==> config.mk <==
export PLATFORM = sky130hd
export DESIGN_NAME = fmd_cell
export DESIGN_NICKNAME = d
export VERILOG_FILES = /design/src/hdl/fmd_cell.sv
export SDC_FILE = /design/constraint.sdc
export NUM_CORES = 1
export LEC_CHECK = 0
export BUFFER_PORTS_ARGS = -buffer_cell sky130_fd_sc_hd__buf_2
export CAP_MARGIN = 40
export CORE_ASPECT_RATIO = 1.75
export CORE_MARGIN = 1
export CORE_UTILIZATION = 30
export DETAILED_ROUTE_END_ITERATION = 12
export SYNTH_ARGS = -nofsm -noshare
export SYNTH_HDL_FRONTEND = slang
export SYNTH_SLANG_ARGS = --single-unit
==> constraint.sdc <==
create_clock -name aclk -period 0.8 [get_ports aclk]
set_input_delay 0.12 -clock aclk [delete_from_list [all_inputs] [get_ports aclk]]
set_output_delay 0.12 -clock aclk [all_outputs]
set_load 0.01 [all_outputs]
==> src/hdl/fmd_cell.sv <==
// ----------------------------------------------------------------------------
// fmd_cell
// One column slot of the window row: holds a column sum and a level byte,
// takes its neighbor's contents on each advance, empties at row start.
// ----------------------------------------------------------------------------
module fmd_cell #(
    parameter int DATA_W = 19
) (
    input  logic              aclk,
    input  logic              shift_en,
    input  logic              clear,
    input  logic [DATA_W-1:0] d,
    output logic [DATA_W-1:0] q
);

    logic [DATA_W-1:0] data_reg;

    always_ff @(posedge aclk) begin
        if (shift_en) begin
            data_reg <= clear ? '0 : d;
        end
    end

    assign q = data_reg;

endmodule

==> flow_metrics.py, run 1 <==
metrics = {
    "floorplan": {
        "die_w_um": 38.7,
        "die_area_um2": 2560,
        "fp-row-count": 22,
        "pin_count": 41,
        "core_area_um2": 2150,
        "initial_core_util_pct": 32.9,
        "chipHeight_um": 66.2,
    },
    "grt": {
        "grt_pass1_wl_mm": 1.61,
        "antenna_found_initial": 0,
        "grt_pass1_vias": 443,
        "grt_max_degree": 20,
        "grt_usage_pct": 9.04,
        "gr-total-overflow": 0,
    },
    "synth": {
        "yosys.area.top_type_share_pct": 80.7,
        "synthesis.area_um2": 707,
        "synth_area_per_cell_um2": 18.1,
        "ys_seq_area_share_pct": 80.7,
        "yosys-top-cells-area": "edfxtp_1 81%, nor2b_1 9.7%, and2b_1 8.5%, buf_4 1.1%",
        "yosys_register_bits": 19,
        "yosys_warnings": 0,
        "synthCells": 39,
        "netlist-cell-type-count": 4,
        "post-synth-top-area-cell": "edfxtp_1",
        "syn_nets": 61,
    },
    "power": {
        "p_int_uw": 1500,
        "comb_power_share_pct": 13.1,
        "leakagePower_uw": 0.000448,
        "powerDensity_nw_per_um2": 1890,
        "pwr-share-clk_pct": 23.3,
        "power.switching_uw": 388,
        "seq_power_share_pct": 63.6,
        "switching_share_pct": 20.6,
        "peakVddDrop_v": 0.00102,
    },
    "timing": {
        "relSlewSlack_pct": 89.7,
        "tns_ps": -2210,
        "grt_setup_unrepaired": "true",
        "max_freq_ghz": 1.07,
        "holdWs_ps": 109,
        "layout_min_cycle_time_ps": 934,
        "setup_slack_ps": -134,
        "final_max_slew_viol_count": 0,
        "finalSetupViolCount": 19,
        "worst-slew-pin-transition_ps": 154,
        "period_share_pct": 117,
        "hold_viol": 0,
    },
    "detailed_routing": {
        "ant_nets": 0,
        "drt-pass1-iter-count": 2,
        "drc": 0,
        "initialDrtViolationCount": 2,
        "wl_met2_um": 607,
        "wl_per_cell_um": 9.54,
        "top_layer_used": "met3",
        "drt-total-wl_mm": 1.05,
        "vias": 464,
        "wl_met3_um": 86,
        "vias_per_cell": 4.22,
        "wl_met1_um": 355,
    },
    "placed_design": {
        "gp_congestion": 0.728,
        "dp_cells": 106,
        "portBuffers": 40,
    },
    "clock_tree": {
        "ctsHoldBuffers": 0,
        "post-cts-setup-buffers": 0,
        "cts_buffers": 3,
        "htree_levels": 1,
        "clk_root_buffer_cell": "clkbuf_4",
        "cts.sinks": 19,
        "clockBufferDepth": 2,
        "cts_tree": "yes",
        "clk_pin_slew_ps": 100,
        "cts-resized-gates": 0,
    },
    "worst_hold_path": {
        "hold_path_depth": 2,
        "hold_end": "q[5]",
        "min_from": "d[5]",
        "hold_path.class": "in2reg",
    },
    "setup_path": {
        "crit_fanout": 1,
        "cp_cell_sequence": "buf_2",
        "critPathArrivalTime_ps": 810,
        "slowest_stage": "edfxtp_1",
        "cp-end-kind": "output pin",
        "cp-start-kind": "register",
        "cp.required_ps": 680,
        "cpLargestDelayFamily": "flip-flops",
        "cpPeakStageDelay_ps": 380,
        "path_class": "reg2out",
        "cp_num_buf_inv": 1,
    },
    "run_status": {
        "violations": "setup timing",
        "status": "finished, violations left",
    },
    "cells_and_area": {
        "finalNonFillerCells": 110,
        "largest_register_ffs": 19,
        "antenna_cells": 0,
        "area_growth_pct": 41.4,
        "layout-drive-gt1-share_pct": 55.8,
        "nets": 109,
    },
    "flow_run": {
        "maxCapViolCount": 0,
    },
}
==> final cells by class <==
cell class,count,area (um2)
multi-input cells,19,129
flip-flops and latches,19,571
clock buffers,3,22.5
repair buffers,44,243
fillers,204,1150
well taps,24,30.0
clock inverters,1,5.00
==> kinds of logic after synthesis <==
kind of cell / Yosys count / share of synthesized area [%]
flip-flops: 19 / 80.7
AND/OR/NAND/NOR: 19 / 18.2
buffers and inverters: 1 / 1.06
==> per-stage QoR <==
step                total power [uW]  cell area (um2)  utilization (%)  setup WS (ps)
floorplan                       1310              707                -            261
global placement                1470              972             45.3           70.7
global route                    1970             1000             46.6           -188
detailed placement              1470              972             45.3           40.8
CTS                             1910             1000             46.6           -154
finish                          1880             1000             46.6           -134
==> layer usage <==
metal / vias up / track usage [%]
li1: 230 / -
met5: - / 0
met3: 0 / 2.69
met2: 24 / 15.4
met1: 210 / 9.13
met4: 0 / 5.17
==> cell usage after synthesis <==
| master | number |
|---|---|
| buf_4 | 1 |
| and2b_1 | 8 |
| edfxtp_1 | 19 |
| nor2b_1 | 11 |
==> power by group through the flow <==
| stage | sequential [uW] | clock, uW | combinational, uW |
|---|---|---|---|
| 2_1_floorplan | 1270 | 0 | 43.7 |
| 3_3_place_gp | 1220 | 0 | 247 |
| 3_5_place_dp | 1220 | 0 | 252 |
| 4_1_cts | 1200 | 459 | 252 |
| 5_1_grt | 1210 | 496 | 272 |
| 6_report | 1200 | 439 | 247 |
==> worst max path at each step <==
stage	start	endpoint	slack, ps	depth (start not counted)
global route	q[6]	q[6]	-190	1
finish	q[5]	q[5]	-130	1
CTS	q[17]	q[17]	-150	1
global placement	clear	q[15]	70	3
floorplan	clear	q[10]	260	2
detailed placement	clear	q[16]	40	2
==> placed cells by master, fill, tap and decap left out <==
master	instances
buf_2	40
edfxtp_1	19
nor2b_1	11
and2b_1	8
clkbuf_4	3
buf_4	3
clkinv_2	1
buf_12	1
Note: power is estimated with default switching activity, not from simulation.
==> inputs of run 2 (changes only) <==
==> constraint.sdc (replaced) <==
create_clock -name aclk -period 1.08 [get_ports aclk]
set_input_delay 0.162 -clock aclk [delete_from_list [all_inputs] [get_ports aclk]]
set_output_delay 0.162 -clock aclk [all_outputs]
set_load 0.01 [all_outputs]
==> flow_metrics.py, run 2 (synthesis results as in run 1) <==
metrics = {
    "run_status": {
        "status": "completed",
    },
    "floorplan": {
        "fp-row-count": 22,
        "die_w_um": 38.7,
        "pin_count": 41,
        "die_area_um2": 2560,
        "initial_core_util_pct": 32.9,
        "chipHeight_um": 66.2,
        "core_area_um2": 2150,
    },
    "clock_tree": {
        "cts-resized-gates": 0,
        "clk_pin_slew_ps": 90,
        "cts_buffers": 3,
        "ctsHoldBuffers": 0,
        "htree_levels": 1,
        "clk_root_buffer_cell": "clkbuf_4",
        "clockBufferDepth": 2,
        "post-cts-setup-buffers": 0,
        "cts.sinks": 19,
        "cts_tree": "yes",
    },
    "power": {
        "peakVddDrop_v": 0.000705,
        "powerDensity_nw_per_um2": 1450,
        "leakagePower_uw": 0.000422,
    },
    "cells_and_area": {
        "fin_area_um2": 956,
        "fill_cells": 207,
        "nets": 105,
        "multiInputGateArea_um2": 129,
        "largest_register_ffs": 19,
        "layout-drive-gt1-share_pct": 52.4,
        "register_area_um2": 571,
        "mostFrequentLayoutCell": "buf_2",
        "antenna_cells": 0,
        "layout_common_cells": "40 x buf_2, 19 x edfxtp_1, 11 x nor2b_1",
        "final_util_pct": 44.5,
        "area_growth_pct": 35.2,
    },
    "timing": {
        "final_max_slew_viol_count": 0,
        "tns_ps": 0,
        "period_share_pct": 90.9,
        "holdWs_ps": 150,
        "relSlewSlack_pct": 73.4,
        "worst-slew-pin-transition_ps": 398,
        "finalSetupViolCount": 0,
        "layout_min_cycle_time_ps": 982,
        "hold_viol": 0,
        "grt_setup_unrepaired": "false",
        "setup_slack_ps": 98.2,
        "max_freq_ghz": 1.02,
    },
    "grt": {
        "grt-busiest-layer": "met2",
        "grt_usage_pct": 9.30,
        "grt_use_met1_pct": 8.24,
        "use_met2_pct": 16.9,
        "gr-total-overflow": 0,
        "grt_pass1_vias": 437,
        "grt_max_degree": 20,
        "antenna_found_initial": 0,
        "use_met3_pct": 2.02,
        "grt_pass1_wl_mm": 1.61,
    },
    "setup_path": {
        "crit_fanout": 1,
        "cp-end-kind": "output pin",
        "cp-start-kind": "register",
        "cp.required_ps": 920,
        "cpPeakStageDelay_ps": 380,
        "cpLargestDelayFamily": "flip-flops",
        "path_class": "reg2out",
        "slowest_stage": "edfxtp_1",
        "cp_cell_sequence": "buf_2",
        "critPathArrivalTime_ps": 820,
        "cp_num_buf_inv": 1,
    },
    "placed_design": {
        "place_ws_ps": 162,
        "gp_congestion": 0.720,
        "portBuffers": 40,
        "place_area_um2": 930,
    },
    "detailed_routing": {
        "drt-total-wl_mm": 1.06,
        "vias": 439,
        "vias_per_cell": 4.14,
        "drc": 0,
        "ant_nets": 0,
        "initialDrtViolationCount": 4,
        "drt-pass1-iter-count": 3,
        "wl_per_cell_um": 10.0,
    },
    "worst_hold_path": {
        "hold_path.class": "in2reg",
    },
    "flow_run": {
        "maxCapViolCount": 0,
    },
}
run 2: area by class of cell:
cell class | count | area share, %
Clock buffer | 4 | 2.75
Multi-Input combinational cell | 19 | 13.5
Sequential cell | 19 | 59.7
Tap cell | 24 | 3.14
Timing Repair Buffer | 40 | 20.9
run 2: path summary, 6_finish.rpt:
path	start	to	slack, ps	cells after the start
hold / removal	d[1]	q[1]	150	2
setup / recovery	q[5]	q[5]	100	1
run 2: layer usage:
layer  vias to the layer above  wire length (um)
met5                         -                 0
met4                         0                14
met3                         2                97
met2                        26               600
met1                       191               349
li1                        220                 -
run 2: report_power, final:
part           internal, uW  switching [uW]  total (uW)
logic                  82.5            83.6         166
registers               875            12.3         887
clock network           143             188         331
run 2: metrics by stage:
| stage | total power [uW] | cells |
|---|---|---|
| floorplan | 972 | 39 |
| CTS | 1400 | 106 |
| detailed placement | 1070 | 102 |
| global placement | 1070 | 102 |
| finish | 1380 | 106 |
| global route | 1450 | 106 |
